--- src/sv/rotation_matrix_to_quaternion_core_macros.svh ---
// Assertion macros for the rotation matrix to quaternion core.
// No dependencies; included by the top level only.
`ifndef ROTATION_MATRIX_TO_QUATERNION_CORE_MACROS_SVH
`define ROTATION_MATRIX_TO_QUATERNION_CORE_MACROS_SVH

// antecedent implies consequent in the same cycle
`define RMQ_ASSERT_IMP(label, clk, rst_n, ante, cons, msg) \
    label: assert property (@(posedge clk) disable iff (!rst_n) (ante) |-> (cons)) \
        else $error(msg);

// antecedent implies consequent in the next cycle
`define RMQ_ASSERT_NXT(label, clk, rst_n, ante, cons, msg) \
    label: assert property (@(posedge clk) disable iff (!rst_n) (ante) |=> (cons)) \
        else $error(msg);

`endif

--- src/sv/rmq_pkg.sv ---
// Shared constants, types and width helpers for the quaternion core.
// No dependencies.
`timescale 1ns / 1ps

package rmq_pkg;

    localparam int ELEM_W        = 16;            // matrix element width
    localparam int QMAG_W        = 15;            // magnitude width (quat_w)
    localparam int QXYZ_W        = 16;            // signed component width
    localparam int ROOT_MAX      = (1 << QMAG_W) - 1;
    localparam int FRAC_BITS_DEF = 14;
    localparam int QUEUE_DEPTH   = 2;
    localparam int LANES         = 4;

    // lane order inside the queue word
    localparam int LANE_W = 0;
    localparam int LANE_X = 1;
    localparam int LANE_Y = 2;
    localparam int LANE_Z = 3;

    typedef struct packed {
        logic neg_x;
        logic neg_y;
        logic neg_z;
    } rmq_sign_t;

    typedef struct packed {
        logic full;
        logic empty;
    } rmq_q_stat_t;

    // signed width that holds one plus or minus three elements
    function automatic int sum_width(int frac);
        return ((frac > ELEM_W + 1) ? frac : ELEM_W + 1) + 3;
    endfunction

    // root bits needed for the positive sum shifted by frac - 2
    function automatic int root_width(int frac);
        return (sum_width(frac) - 1 + frac - 2 + 1) / 2;
    endfunction

endpackage

--- src/sv/rmq_front.sv ---
// Front end: forms the four clamped diagonal sums as radicands and the
// three off-diagonal sign flags. Depends on rmq_pkg.
`timescale 1ns / 1ps

module rmq_front #(
    parameter int FRAC_BITS = rmq_pkg::FRAC_BITS_DEF
) (
    input  logic signed [rmq_pkg::ELEM_W-1:0] r00,
    input  logic signed [rmq_pkg::ELEM_W-1:0] r01,
    input  logic signed [rmq_pkg::ELEM_W-1:0] r02,
    input  logic signed [rmq_pkg::ELEM_W-1:0] r10,
    input  logic signed [rmq_pkg::ELEM_W-1:0] r11,
    input  logic signed [rmq_pkg::ELEM_W-1:0] r12,
    input  logic signed [rmq_pkg::ELEM_W-1:0] r20,
    input  logic signed [rmq_pkg::ELEM_W-1:0] r21,
    input  logic signed [rmq_pkg::ELEM_W-1:0] r22,
    output logic [rmq_pkg::LANES*2*rmq_pkg::root_width(FRAC_BITS)+2:0] q_word
);
    import rmq_pkg::*;

    localparam int SUM_W  = sum_width(FRAC_BITS);
    localparam int RAD_E  = 2 * root_width(FRAC_BITS);
    localparam int DIFF_W = ELEM_W + 1;
    localparam int SHIFT  = FRAC_BITS - 2;

    logic signed [SUM_W-1:0]  one_s;
    logic signed [SUM_W-1:0]  e00, e11, e22;
    logic signed [SUM_W-1:0]  sum [LANES];
    logic [RAD_E-1:0]         rad [LANES];
    logic signed [DIFF_W-1:0] dx, dy, dz;
    rmq_sign_t                sgn;

    always_comb
    begin
        one_s = SUM_W'(1) <<< FRAC_BITS;
        e00   = SUM_W'(r00);
        e11   = SUM_W'(r11);
        e22   = SUM_W'(r22);
        sum[LANE_W] = one_s + e00 + e11 + e22;
        sum[LANE_X] = one_s + e00 - e11 - e22;
        sum[LANE_Y] = one_s - e00 + e11 - e22;
        sum[LANE_Z] = one_s - e00 - e11 + e22;
        for (int l = 0; l < LANES; l++)
        begin
            // non-positive sums clamp to a zero root
            if (!sum[l][SUM_W-1] && (sum[l] != '0))
                rad[l] = RAD_E'(sum[l][SUM_W-2:0]) << SHIFT;
            else
                rad[l] = '0;
        end
        dx = DIFF_W'(r21) - DIFF_W'(r12);
        dy = DIFF_W'(r02) - DIFF_W'(r20);
        dz = DIFF_W'(r10) - DIFF_W'(r01);
        sgn.neg_x = dx[DIFF_W-1];
        sgn.neg_y = dy[DIFF_W-1];
        sgn.neg_z = dz[DIFF_W-1];
        q_word = {sgn, rad[LANE_Z], rad[LANE_Y], rad[LANE_X], rad[LANE_W]};
    end

endmodule

--- src/sv/rmq_fifo.sv ---
// Short request queue between front and back end.
// Depends on rmq_pkg.
`timescale 1ns / 1ps

module rmq_fifo #(
    parameter int WIDTH = 8,
    parameter int DEPTH = rmq_pkg::QUEUE_DEPTH
) (
    input  logic             clk,
    input  logic             rst_n,
    input  logic             push,
    input  logic [WIDTH-1:0] wr_data,
    input  logic             pop,
    output logic [WIDTH-1:0] rd_data,
    output rmq_pkg::rmq_q_stat_t stat
);
    import rmq_pkg::*;

    localparam int PTR_W = (DEPTH > 1) ? $clog2(DEPTH) : 1;

    logic [WIDTH-1:0] mem [DEPTH];
    logic [PTR_W-1:0] wr_ptr_reg, wr_ptr_next;
    logic [PTR_W-1:0] rd_ptr_reg, rd_ptr_next;
    logic [PTR_W:0]   cnt_reg, cnt_next;
    logic             do_push, do_pop;

    always_comb
    begin
        do_pop      = pop && (cnt_reg != '0);
        do_push     = push && (cnt_reg != (PTR_W+1)'(DEPTH));
        wr_ptr_next = wr_ptr_reg;
        rd_ptr_next = rd_ptr_reg;
        if (do_push)
            wr_ptr_next = (wr_ptr_reg == PTR_W'(DEPTH - 1)) ? '0 : wr_ptr_reg + 1'b1;
        if (do_pop)
            rd_ptr_next = (rd_ptr_reg == PTR_W'(DEPTH - 1)) ? '0 : rd_ptr_reg + 1'b1;
        cnt_next = cnt_reg + (PTR_W+1)'(do_push) - (PTR_W+1)'(do_pop);
    end

    always_ff @(posedge clk or negedge rst_n)
    begin
        if (!rst_n)
        begin
            wr_ptr_reg <= '0;
            rd_ptr_reg <= '0;
            cnt_reg    <= '0;
        end
        else
        begin
            wr_ptr_reg <= wr_ptr_next;
            rd_ptr_reg <= rd_ptr_next;
            cnt_reg    <= cnt_next;
        end
    end

    always_ff @(posedge clk)
    begin
        if (do_push)
            mem[wr_ptr_reg] <= wr_data;
    end

    assign rd_data    = mem[rd_ptr_reg];
    assign stat.full  = (cnt_reg == (PTR_W+1)'(DEPTH));
    assign stat.empty = (cnt_reg == '0);

endmodule

--- src/sv/rmq_back.sv ---
// Back end: four-lane pipelined integer square root, one root bit per
// stage, then saturation, sign and the result register. Depends on rmq_pkg.
`timescale 1ns / 1ps

module rmq_back #(
    parameter int FRAC_BITS = rmq_pkg::FRAC_BITS_DEF
) (
    input  logic clk,
    input  logic rst_n,
    input  logic q_valid,
    input  logic [rmq_pkg::LANES*2*rmq_pkg::root_width(FRAC_BITS)+2:0] q_word,
    output logic done,
    output logic        [rmq_pkg::QMAG_W-1:0] quat_w,
    output logic signed [rmq_pkg::QXYZ_W-1:0] quat_x,
    output logic signed [rmq_pkg::QXYZ_W-1:0] quat_y,
    output logic signed [rmq_pkg::QXYZ_W-1:0] quat_z
);
    import rmq_pkg::*;

    localparam int ROOT_W = root_width(FRAC_BITS);
    localparam int RAD_E  = 2 * ROOT_W;
    localparam int REM_W  = ROOT_W + 2;
    localparam int CMP_W  = (ROOT_W > QMAG_W) ? ROOT_W : QMAG_W;

    logic [RAD_E-1:0]  q_rad [LANES];
    rmq_sign_t         q_sgn;

    logic              vld_reg  [1:ROOT_W];
    rmq_sign_t         sgn_reg  [1:ROOT_W];
    logic [REM_W-1:0]  rem_reg  [1:ROOT_W][LANES];
    logic [ROOT_W-1:0] root_reg [1:ROOT_W][LANES];
    logic [RAD_E-1:0]  rad_reg  [1:ROOT_W][LANES];

    logic [QMAG_W-1:0] mag [LANES];
    logic [CMP_W-1:0]  root_ext [LANES];

    logic                     done_reg;
    logic [QMAG_W-1:0]        quat_w_reg;
    logic signed [QXYZ_W-1:0] quat_x_reg, quat_y_reg, quat_z_reg;

    always_comb
    begin
        for (int l = 0; l < LANES; l++)
            q_rad[l] = q_word[l*RAD_E +: RAD_E];
        q_sgn = q_word[LANES*RAD_E +: $bits(rmq_sign_t)];
    end

    for (genvar k = 1; k <= ROOT_W; k++)
    begin : g_stage
        logic              vld_p;
        rmq_sign_t         sgn_p;
        logic [REM_W-1:0]  rem_p  [LANES];
        logic [ROOT_W-1:0] root_p [LANES];
        logic [RAD_E-1:0]  rad_p  [LANES];

        if (k == 1)
        begin : g_src
            assign vld_p = q_valid;
            assign sgn_p = q_sgn;
            for (genvar l = 0; l < LANES; l++)
            begin : g_ln
                assign rem_p[l]  = '0;
                assign root_p[l] = '0;
                assign rad_p[l]  = q_rad[l];
            end
        end
        else
        begin : g_src
            assign vld_p = vld_reg[k-1];
            assign sgn_p = sgn_reg[k-1];
            for (genvar l = 0; l < LANES; l++)
            begin : g_ln
                assign rem_p[l]  = rem_reg[k-1][l];
                assign root_p[l] = root_reg[k-1][l];
                assign rad_p[l]  = rad_reg[k-1][l];
            end
        end

        always_ff @(posedge clk or negedge rst_n)
        begin
            if (!rst_n)
                vld_reg[k] <= 1'b0;
            else
                vld_reg[k] <= vld_p;
        end

        always_ff @(posedge clk)
        begin
            sgn_reg[k] <= sgn_p;
        end

        for (genvar l = 0; l < LANES; l++)
        begin : g_lane
            logic [REM_W-1:0] rem_in;
            logic [REM_W-1:0] trial;

            // bring down the next two radicand bits, try root*4+1
            assign rem_in = {rem_p[l][REM_W-3:0], rad_p[l][RAD_E-1 -: 2]};
            assign trial  = {root_p[l], 2'b01};

            always_ff @(posedge clk)
            begin
                rad_reg[k][l] <= rad_p[l] << 2;
                if (rem_in >= trial)
                begin
                    rem_reg[k][l]  <= rem_in - trial;
                    root_reg[k][l] <= {root_p[l][ROOT_W-2:0], 1'b1};
                end
                else
                begin
                    rem_reg[k][l]  <= rem_in;
                    root_reg[k][l] <= {root_p[l][ROOT_W-2:0], 1'b0};
                end
            end
        end
    end

    always_comb
    begin
        for (int l = 0; l < LANES; l++)
        begin
            root_ext[l] = CMP_W'(root_reg[ROOT_W][l]);
            mag[l] = (root_ext[l] > CMP_W'(ROOT_MAX)) ? QMAG_W'(ROOT_MAX)
                                                      : root_ext[l][QMAG_W-1:0];
        end
    end

    always_ff @(posedge clk or negedge rst_n)
    begin
        if (!rst_n)
            done_reg <= 1'b0;
        else
            done_reg <= vld_reg[ROOT_W];
    end

    always_ff @(posedge clk)
    begin
        quat_w_reg <= mag[LANE_W];
        quat_x_reg <= sgn_reg[ROOT_W].neg_x ? -QXYZ_W'(mag[LANE_X]) : QXYZ_W'(mag[LANE_X]);
        quat_y_reg <= sgn_reg[ROOT_W].neg_y ? -QXYZ_W'(mag[LANE_Y]) : QXYZ_W'(mag[LANE_Y]);
        quat_z_reg <= sgn_reg[ROOT_W].neg_z ? -QXYZ_W'(mag[LANE_Z]) : QXYZ_W'(mag[LANE_Z]);
    end

    assign done   = done_reg;
    assign quat_w = quat_w_reg;
    assign quat_x = quat_x_reg;
    assign quat_y = quat_y_reg;
    assign quat_z = quat_z_reg;

endmodule

--- src/sv/rotation_matrix_to_quaternion_core.sv ---
// Rotation matrix to quaternion core, top level: front end, request queue
// and pipelined square-root back end. Depends on rmq_pkg, rmq_front,
// rmq_fifo, rmq_back and the assertion macro header.
`timescale 1ns / 1ps

// One request (a 3x3 rotation matrix, signed Q1.FRAC_BITS elements) is taken
// at every clock edge with start high and busy low; a new request may come
// every cycle. The result is shown for exactly one cycle with done high,
// in request order, after it has passed the request queue and then the
// square-root pipeline, which resolves one root bit per stage for all four
// components in parallel, plus the output register. The receiver cannot
// stall the core: the back end never holds, so the short queue between the
// front and back ends never fills and busy stays low in operation.
// quat_w is the unsigned half root of 1 + trace; quat_x, quat_y and quat_z
// carry the sign of r21 - r12, r02 - r20 and r10 - r01 (zero counts as
// positive). Roots are truncated and saturated to 32767 before the sign.
module rotation_matrix_to_quaternion_core #(
    parameter int FRAC_BITS = rmq_pkg::FRAC_BITS_DEF
) (
    input  logic clk,
    input  logic rst_n,
    input  logic start,
    output logic busy,
    input  logic signed [rmq_pkg::ELEM_W-1:0] r00,
    input  logic signed [rmq_pkg::ELEM_W-1:0] r01,
    input  logic signed [rmq_pkg::ELEM_W-1:0] r02,
    input  logic signed [rmq_pkg::ELEM_W-1:0] r10,
    input  logic signed [rmq_pkg::ELEM_W-1:0] r11,
    input  logic signed [rmq_pkg::ELEM_W-1:0] r12,
    input  logic signed [rmq_pkg::ELEM_W-1:0] r20,
    input  logic signed [rmq_pkg::ELEM_W-1:0] r21,
    input  logic signed [rmq_pkg::ELEM_W-1:0] r22,
    output logic done,
    output logic        [rmq_pkg::QMAG_W-1:0] quat_w,
    output logic signed [rmq_pkg::QXYZ_W-1:0] quat_x,
    output logic signed [rmq_pkg::QXYZ_W-1:0] quat_y,
    output logic signed [rmq_pkg::QXYZ_W-1:0] quat_z
);
    import rmq_pkg::*;
    `include "rotation_matrix_to_quaternion_core_macros.svh"

    localparam int ROOT_W = root_width(FRAC_BITS);
    localparam int Q_W    = LANES * 2 * ROOT_W + $bits(rmq_sign_t);
    localparam int LAT    = ROOT_W + 2;   // accept edge to done sample

    logic [Q_W-1:0] front_word;
    logic [Q_W-1:0] back_word;
    rmq_q_stat_t    q_stat;
    logic           accept;

    // a request is taken whenever the queue has room
    assign busy   = q_stat.full;
    assign accept = start && !busy;

    rmq_front #(
        .FRAC_BITS (FRAC_BITS)
    ) u_front (
        .r00    (r00),
        .r01    (r01),
        .r02    (r02),
        .r10    (r10),
        .r11    (r11),
        .r12    (r12),
        .r20    (r20),
        .r21    (r21),
        .r22    (r22),
        .q_word (front_word)
    );

    // back end drains one entry per cycle whenever one is waiting
    rmq_fifo #(
        .WIDTH (Q_W),
        .DEPTH (QUEUE_DEPTH)
    ) u_fifo (
        .clk     (clk),
        .rst_n   (rst_n),
        .push    (accept),
        .wr_data (front_word),
        .pop     (!q_stat.empty),
        .rd_data (back_word),
        .stat    (q_stat)
    );

    rmq_back #(
        .FRAC_BITS (FRAC_BITS)
    ) u_back (
        .clk     (clk),
        .rst_n   (rst_n),
        .q_valid (!q_stat.empty),
        .q_word  (back_word),
        .done    (done),
        .quat_w  (quat_w),
        .quat_x  (quat_x),
        .quat_y  (quat_y),
        .quat_z  (quat_z)
    );

    // the queue never backs up since the back end never stalls
    `RMQ_ASSERT_IMP(a_never_busy, clk, rst_n, start, !busy, "request refused by full queue")
    // every request yields a result after the fixed latency
    `RMQ_ASSERT_IMP(a_req_done, clk, rst_n, $past(accept && rst_n, LAT), done, "result missing")
    // every result traces back to exactly one request
    `RMQ_ASSERT_IMP(a_done_req, clk, rst_n, done, $past(accept && rst_n, LAT), "spurious result")
    // an empty queue that takes nothing cannot be full in the next cycle
    `RMQ_ASSERT_NXT(a_idle_quiet, clk, rst_n, q_stat.empty && !accept && !done, !q_stat.full,
        "queue filled while idle")

endmodule

--- config.mk ---
export PLATFORM = sky130hd
export DESIGN_NAME = rotation_matrix_to_quaternion_core
export DESIGN_NICKNAME = d
export VERILOG_FILES = /design/src/sv/rmq_pkg.sv /design/src/sv/rmq_front.sv /design/src/sv/rmq_fifo.sv /design/src/sv/rmq_back.sv /design/src/sv/rotation_matrix_to_quaternion_core.sv
export VERILOG_INCLUDE_DIRS = /design/src /design/src/sv
export SDC_FILE = /design/constraint.sdc
export NUM_CORES = 2
export LEC_CHECK = 0
export BUFFER_PORTS_ARGS = -buffer_cell sky130_fd_sc_hd__buf_2
export CAP_MARGIN = 25
export CORE_ASPECT_RATIO = 1.1
export CORE_MARGIN = 8
export CORE_UTILIZATION = 23
export CTS_CLUSTER_SIZE = 28
export DETAILED_ROUTE_END_ITERATION = 7
export GPL_ROUTABILITY_DRIVEN = 0
export PLACE_DENSITY = 0.36
export SYNTH_ARGS = -nofsm -noshare
export SYNTH_HDL_FRONTEND = slang
export SYNTH_MEMORY_MAX_BITS = 65536
export SYNTH_SLANG_ARGS = --single-unit
--- constraint.sdc ---
create_clock -name clk -period 13.87 [get_ports clk]
set_clock_uncertainty 0.1 [all_clocks]
set_input_delay 2.0805 -clock clk [delete_from_list [all_inputs] [get_ports clk]]
set_output_delay 2.0805 -clock clk [all_outputs]
set_load 0.1 [all_outputs]
---- Word level (Yosys, flattened, before mapping) ----
Memory sizes are Yosys's and may differ from the RTL's.
Index checks and enable logic that the tools add are counted.
word-level totals
  word-level logic and storage cells ...... 667
  memories ................................ 5
  input bits .............................. 147
  register bits ........................... 84
  bits in writable memories ............... 4398
  output and inout port bits .............. 65
memories
  memory           depth  bits a word  rd ports  clocked after memory_dff  write ports  RTL line        RTL
  u_back.rad_reg   16     120          15        0                         16           rmq_back.sv:32  logic [RAD_E-1:0] rad_reg [1:ROOT_W][LANES];
  u_back.rem_reg   16     72           15        0                         16           rmq_back.sv:30  logic [REM_W-1:0] rem_reg [1:ROOT_W][LANES];
  u_back.root_reg  16     64           16        0                         16           rmq_back.sv:31  logic [ROOT_W-1:0] root_reg [1:ROOT_W][LANES];
  u_fifo.mem       2      127          1         0                         1            rmq_fifo.sv:21  logic [WIDTH-1:0] mem [DEPTH];
  u_back.sgn_reg   16     3            16        0                         16           rmq_back.sv:29  rmq_sign_t sgn_reg [1:ROOT_W];
operators by class
  eq/ne operators ......................... 2
  $add $sub $neg .......................... 84
  bitwise gates (word level) .............. 128
  muxes and demuxes ....................... 334
  $lt $le $gt $ge ......................... 68
  reduce and logical (&&, ||, !) cells .... 19
operators with widths
  operator                                                                             number
  18-bit 2-to-1 mux                                                                    64
  18-bit greater-or-equal comparator                                                   60
  18-bit subtractor                                                                    60
  16-bit 2-to-1 mux                                                                    64
  1-bit 2-to-1 mux                                                                     196
  1-bit bitwise OR                                                                     128
  31-bit 2-to-1 mux                                                                    4
  15-bit 2-to-1 mux                                                                    6
  20-bit nonzero test                                                                  4
  16-bit by 15-bit greater-than comparator with 1-bit output, second input constant    4
  16-bit by 16-bit subtractor with 17-bit output                                       3
  15-bit negator with 16-bit output                                                    3
  20-bit by 16-bit subtractor with 20-bit output                                       2
  17-bit by 16-bit adder with 18-bit output                                            2
  17-bit by 16-bit subtractor with 18-bit output                                       2
  20-bit by 16-bit adder with 20-bit output                                            1
  18-bit by 16-bit adder with 19-bit output                                            1
  16-bit by 16-bit adder with 17-bit output, first input constant                      1
  16-bit by 16-bit subtractor with 17-bit output, first input constant                 1
  2-bit by 1-bit subtractor with 3-bit output, second input constant                   4
  2-bit by 1-bit greater-or-equal comparator with 1-bit output, second input constant  4
  1-bit logical AND                                                                    7
  1-bit zero test                                                                      6
  1-bit adder, second input constant                                                   2
  6 further kinds                                                                      6

---- Longest topological paths before layout ----
  word-level depth ........................ 6
  depth in mapped cells ................... 24
  gate-level depth less buffers ........... 23

---- Cells and area by module ----
A second synthesis with hierarchy kept.
second synthesis, totals
  cell total of the unflattened synthesis .. 9711
  area, all modules ....................... 105378.6 µm²
by module, submodules not included
  module                              times used  area each (µm²)  sequential area each (µm²)  cells each
  rmq_back                            1           88444.8          50693.6                     8397
  rmq_fifo                            1           9982.1           7967.6                      426
  rmq_front                           1           6934.2           0.0                         886
  rotation_matrix_to_quaternion_core  1           17.5             0.0                         2

---- Least setup slack after synthesis ----
OpenSTA, ideal clock, no wires.
  path kind ............................... input -> register
  from .................................... in r00[0] in the netlist's numbering
  to ...................................... mem u_fifo.mem[0][57] in the netlist's numbering, data pin
  data arrival time ....................... 6.553 ns
  library setup time ...................... 0.267 ns
  path buffers ............................ 1
  required time ........................... 13.503 ns
  slack ................................... 6.950 ns
  stages on the path ...................... 23
  cells stage by stage .................... inv_1 ha_1 inv_1 fa_1 a21o_1 a21oi_1 o21ai_1 a21oi_1 o21bai_1 a21oi_1 o21bai_1 a21oi_1 xnor2_1 ha_1 a221o_1 or3_1 nor3_1 o31ai_1 a21o_1 a211oi_2 or2_1 clkbuf_1 nor3b_1
on the way
  longest elaborated chain between the ends .. 6
  elaborated cells on any way between the ends .. 7
  classes of those cells .................. add/sub (3); mux (1); reduce/logical (3)
RTL lines
  element                                                        RTL line                                  RTL
  start, declared                                                rotation_matrix_to_quaternion_core.sv:24  input logic signed [rmq_pkg::ELEM_W-1:0] r00,
  16-bit by 16-bit adder with 17-bit output *                    rmq_front.sv:40                           sum[LANE_X] = one_s + e00 - e11 - e22;
  17-bit by 16-bit subtractor with 18-bit output *               rmq_front.sv:40
  20-bit by 16-bit subtractor with 20-bit output *               rmq_front.sv:40
  20-bit nonzero test / 1-bit zero test (equally long branches)  rmq_front.sv:46                           if (!sum[l][SUM_W-1] && (sum[l] != '0))
  1-bit logical AND                                              rmq_front.sv:46
  31-bit 2-to-1 mux *                                            rmq_front.sv:46
  named net front_word[58]                                       rotation_matrix_to_quaternion_core.sv:46  logic [Q_W-1:0] front_word;
  end, declared                                                  rmq_fifo.sv:21
Mark *: on every way through the listed nets, which the timed path passes. The rest lies on a longest branch.

---- Worst setup path in the final report ----
  from .................................... in r00[0] in the netlist's numbering
  to ...................................... mem u_fifo.mem[0][59] in the netlist's numbering, data pin
Same word-level chain as after synthesis.

==> load_flow_metrics.sql <==
INSERT INTO impl_metrics (metric_group, metric, value, unit) VALUES
('logic_synthesis', 'syn-cell-area', '85000', 'sq um'),
('clocking', 'h-tree-depth', '4', ''),
('die', 'core.rowCount', '234', ''),
('logic_synthesis', 'post_synth_num_cell_types', '93', ''),
('clocking', 'cts_tree', 'done', ''),
('detailed_routing', 'drt.antenna.violating_nets', '0', ''),
('logic_synthesis', 'yosysWarningCount', '0', ''),
('timing', 'fin_crit_sh', '0.508', ''),
('logic_synthesis', 'synth_mux_area_frac', '0.0323', ''),
('power', 'leakage_power', '45.9', 'nW'),
('outcome', 'status', 'finished clean', ''),
('detailed_routing', 'via_count_normalized_by_instance_count', '4.07', ''),
('clocking', 'post-cts-setup-buffer-count', '0', ''),
('power', 'netSwitchingFraction', '0.350', ''),
('flow_run', 'timing.max_cap.violations', '0', ''),
('power', 'p_clk_frac', '0.255', ''),
('die', 'top_level_ports', '212', ''),
('timing', 'hold_viol_final', '0', ''),
('power', 'sequentialPowerShare', '0.394', ''),
('clocking', 'clock-sinks', '2046', ''),
('final_layout', 'mostFrequentLayoutCells', 'sky130_fd_sc_hd__dfxtp_1 (1867), sky130_fd_sc_hd__inv_1 (860), sky130_fd_sc_hd__ha_1 (728)', ''),
('clocking', 'cts-buffers-inserted', '236', ''),
('power', 'comb_power_share', '0.352', ''),
('logic_synthesis', 'synth-seq-area-share', '0.502', ''),
('power', 'net_sw_power', '8.77', 'mW'),
('logic_synthesis', 'ys_async_rst_share', '0.0103', ''),
('clocking', 'clock_latency', '0.90', 'ns'),
('min_path', 'min_path_type', 'reg2reg', ''),
('logic_synthesis', 'synthXorXnorAreaFrac', '0.0693', ''),
('clocking', 'cts.reportedPaths.clkPinSlew', '0.06', 'ns'),
('timing', 'worst_hold_slack', '0.180', 'ns'),
('global_route', 'grt_start_max_net_pins', '67', ''),
('timing', 'rsz0062_at_grt', 'false', ''),
('critical_path', 'crit_path_max_fanout', '9', ''),
('final_layout', 'largest_register_ff_count', '852', ''),
('final_layout', 'flow.area_growth_from_synthesis', '17.7', '%'),
('die', 'design.core.area', '369000', 'sq um'),
('global_route', 'grt_pass1_vias', '58119', ''),
('timing', 'worst-slew-pin-transition', '1.01', 'ns'),
('detailed_routing', 'num_vias', '55930', ''),
('power', 'post-layout-total-power', '25.0', 'mW'),
('clocking', 'hold_buffers', '0', ''),
('detailed_routing', 'drt_first_pass_iters', '5', ''),
('clocking', 'buffer_type_at_the_clock_tree_root', 'sky130_fd_sc_hd__clkbuf_16', ''),
('place', 'detailed_place_hpwl', '141', 'mm'),
('timing', 'timing.setup.tns', '0', 'ns'),
('final_layout', 'post_route_cells_drive_above_1_share', '0.0952', ''),
('logic_synthesis', 'share_of_synthesized_cell_area_in_full_adder_half_adder_and_majority_cells', '0.117', ''),
('timing', 'finalSetupViolCount', '0', ''),
('critical_path', 'end_kind', 'register', ''),
('logic_synthesis', 'synth.avg_cell_area', '10.2', 'sq um'),
('logic_synthesis', 'synth_top_cell_by_area', 'sky130_fd_sc_hd__dfxtp_1', ''),
('detailed_routing', 'post_route_wl', '183', 'mm'),
('logic_synthesis', 'dominantRegCellSynth', 'sky130_fd_sc_hd__dfxtp_1', ''),
('die', 'initial_core_util', '0.231', ''),
('logic_synthesis', 'synthSimpleGateAreaFrac', '0.119', ''),
('logic_synthesis', 'synth-edff-count', '158', ''),
('power', 'cellInternalPower', '16.3', 'mW'),
('timing', 'fmax', '0.142', 'GHz'),
('critical_path', 'worstSetupPathType', 'in2reg', ''),
('place', 'placement.io_buffers', '211', ''),
('final_layout', 'finish.instance_area', '100000', 'sq um'),
('detailed_routing', 'drt_iter0_drc', '2157', ''),
('logic_synthesis', 'synth-compound-area-share', '0.116', ''),
('detailed_routing', 'detailed_route_drc_error_count', '0', ''),
('final_layout', 'finalNonFillerCells', '13743', ''),
('die', 'fp.dieH', '654', 'um'),
('global_route', 'grt-ovfl-total', '0', ''),
('timing', 'maxSlewHeadroom', '0.326', ''),
('final_layout', 'layout.nets', '9627', ''),
('place', 'placement.cell_area', '92000', 'sq um');
==> final timing paths <==
kind                                               from                     end  slack (ns)  cells after the start
worst min register to register   u_back.rad_reg[0][175]  u_back.rad_reg[0][297]        0.18                      0
worst max register to register  u_back.root_reg[0][800]  u_back.rem_reg[0][982]       10.10                     12
worst max-delay path                             r00[0]       u_fifo.mem[0][59]        6.82                     23
max in group asynchronous                         rst_n       u_fifo.rd_ptr_reg       12.28                      1
worst min-delay path             u_back.rad_reg[0][175]  u_back.rad_reg[0][297]        0.18                      0
min in group asynchronous                         rst_n       u_fifo.wr_ptr_reg        1.03                      1
==> power groups by stage <==
stage / logic [mW] / registers, mW / clock network (mW)
floorplan: 6.58 / 10.0 / 0
global placement: 8.80 / 10.0 / 0
detailed placement: 8.88 / 10.0 / 0
CTS: 8.95 / 9.91 / 6.68
global route: 9.99 / 10.2 / 6.92
finish: 8.80 / 9.85 / 6.38
==> synthesized netlist by cell type, types with 102 or more instances <==
| cell type | number |
|---|---|
| sky130_fd_sc_hd__a21o_1 | 191 |
| sky130_fd_sc_hd__a21oi_1 | 543 |
| sky130_fd_sc_hd__dfxtp_1 | 1867 |
| sky130_fd_sc_hd__edfxtp_1 | 158 |
| sky130_fd_sc_hd__ha_1 | 728 |
| sky130_fd_sc_hd__inv_1 | 860 |
| sky130_fd_sc_hd__mux2_1 | 106 |
| sky130_fd_sc_hd__mux2_2 | 112 |
| sky130_fd_sc_hd__nand2_1 | 418 |
| sky130_fd_sc_hd__nand2b_1 | 107 |
| sky130_fd_sc_hd__nand3_1 | 106 |
| sky130_fd_sc_hd__nor2_1 | 591 |
| sky130_fd_sc_hd__nor3_1 | 200 |
| sky130_fd_sc_hd__o21ai_0 | 102 |
| sky130_fd_sc_hd__o21ai_1 | 233 |
| sky130_fd_sc_hd__xnor2_1 | 430 |
| sky130_fd_sc_hd__xor2_1 | 243 |
==> final cells by class <==
class / instances / area (sq um)
inverters: 878 / 3300
well taps: 4838 / 6050
fillers: 38318 / 268000
diodes: 6 / 15.0
repair buffers: 241 / 1290
clock inverters: 102 / 1310
flip-flops and latches: 2046 / 42600
clock buffers: 327 / 6810
multi-input cells: 5305 / 38700
==> stage by stage <==
stage | utilization | setup WS [ns]
final | 0.272 | 6.82
after global routing | 0.272 | 6.56
after CTS | 0.272 | 6.96
after detailed placement | 0.250 | 6.00
after global placement | 0.249 | 5.94
after floorplan | - | 6.95
==> routing by layer <==
layer  GRT usage  part of all wire
met5           0           0.00051
met2       0.157              0.46
met1       0.112              0.46
met3      0.0198             0.046
met4      0.0334             0.034
==> cell families (layout without fill, tap and decap cells) <==
family,count (synthesis),count (layout)
AO/OA/AOI/OAI,1581,1581
adder cells (fa/ha/maj),772,772
buffers and inverters,998,1548
multiplexers,243,243
other,1,12
flip-flops,2046,2046
AND/OR/NAND/NOR,2030,2030
XOR/XNOR,673,673
==> worst max-delay path, stage by stage <==
cell	delay (ns)
sky130_fd_sc_hd__buf_2	0.12
sky130_fd_sc_hd__inv_1	0.12
sky130_fd_sc_hd__ha_1	0.20
sky130_fd_sc_hd__inv_1	0.09
sky130_fd_sc_hd__fa_1	0.41
sky130_fd_sc_hd__a21o_1	0.20
sky130_fd_sc_hd__a21oi_1	0.24
sky130_fd_sc_hd__o21ai_1	0.10
sky130_fd_sc_hd__a21oi_1	0.25
sky130_fd_sc_hd__o21bai_1	0.16
sky130_fd_sc_hd__a21oi_1	0.41
sky130_fd_sc_hd__o21bai_1	0.12
sky130_fd_sc_hd__a21oi_1	0.21
sky130_fd_sc_hd__xnor2_1	0.17
sky130_fd_sc_hd__ha_1	0.32
sky130_fd_sc_hd__a221o_1	0.34
sky130_fd_sc_hd__or3_1	0.33
sky130_fd_sc_hd__nor3_1	0.28
sky130_fd_sc_hd__o31ai_1	0.18
sky130_fd_sc_hd__a21o_1	0.23
sky130_fd_sc_hd__a211oi_2	0.59
sky130_fd_sc_hd__or2_1	0.32
sky130_fd_sc_hd__a21oi_1	0.10
(Power assumes the default switching activity.)
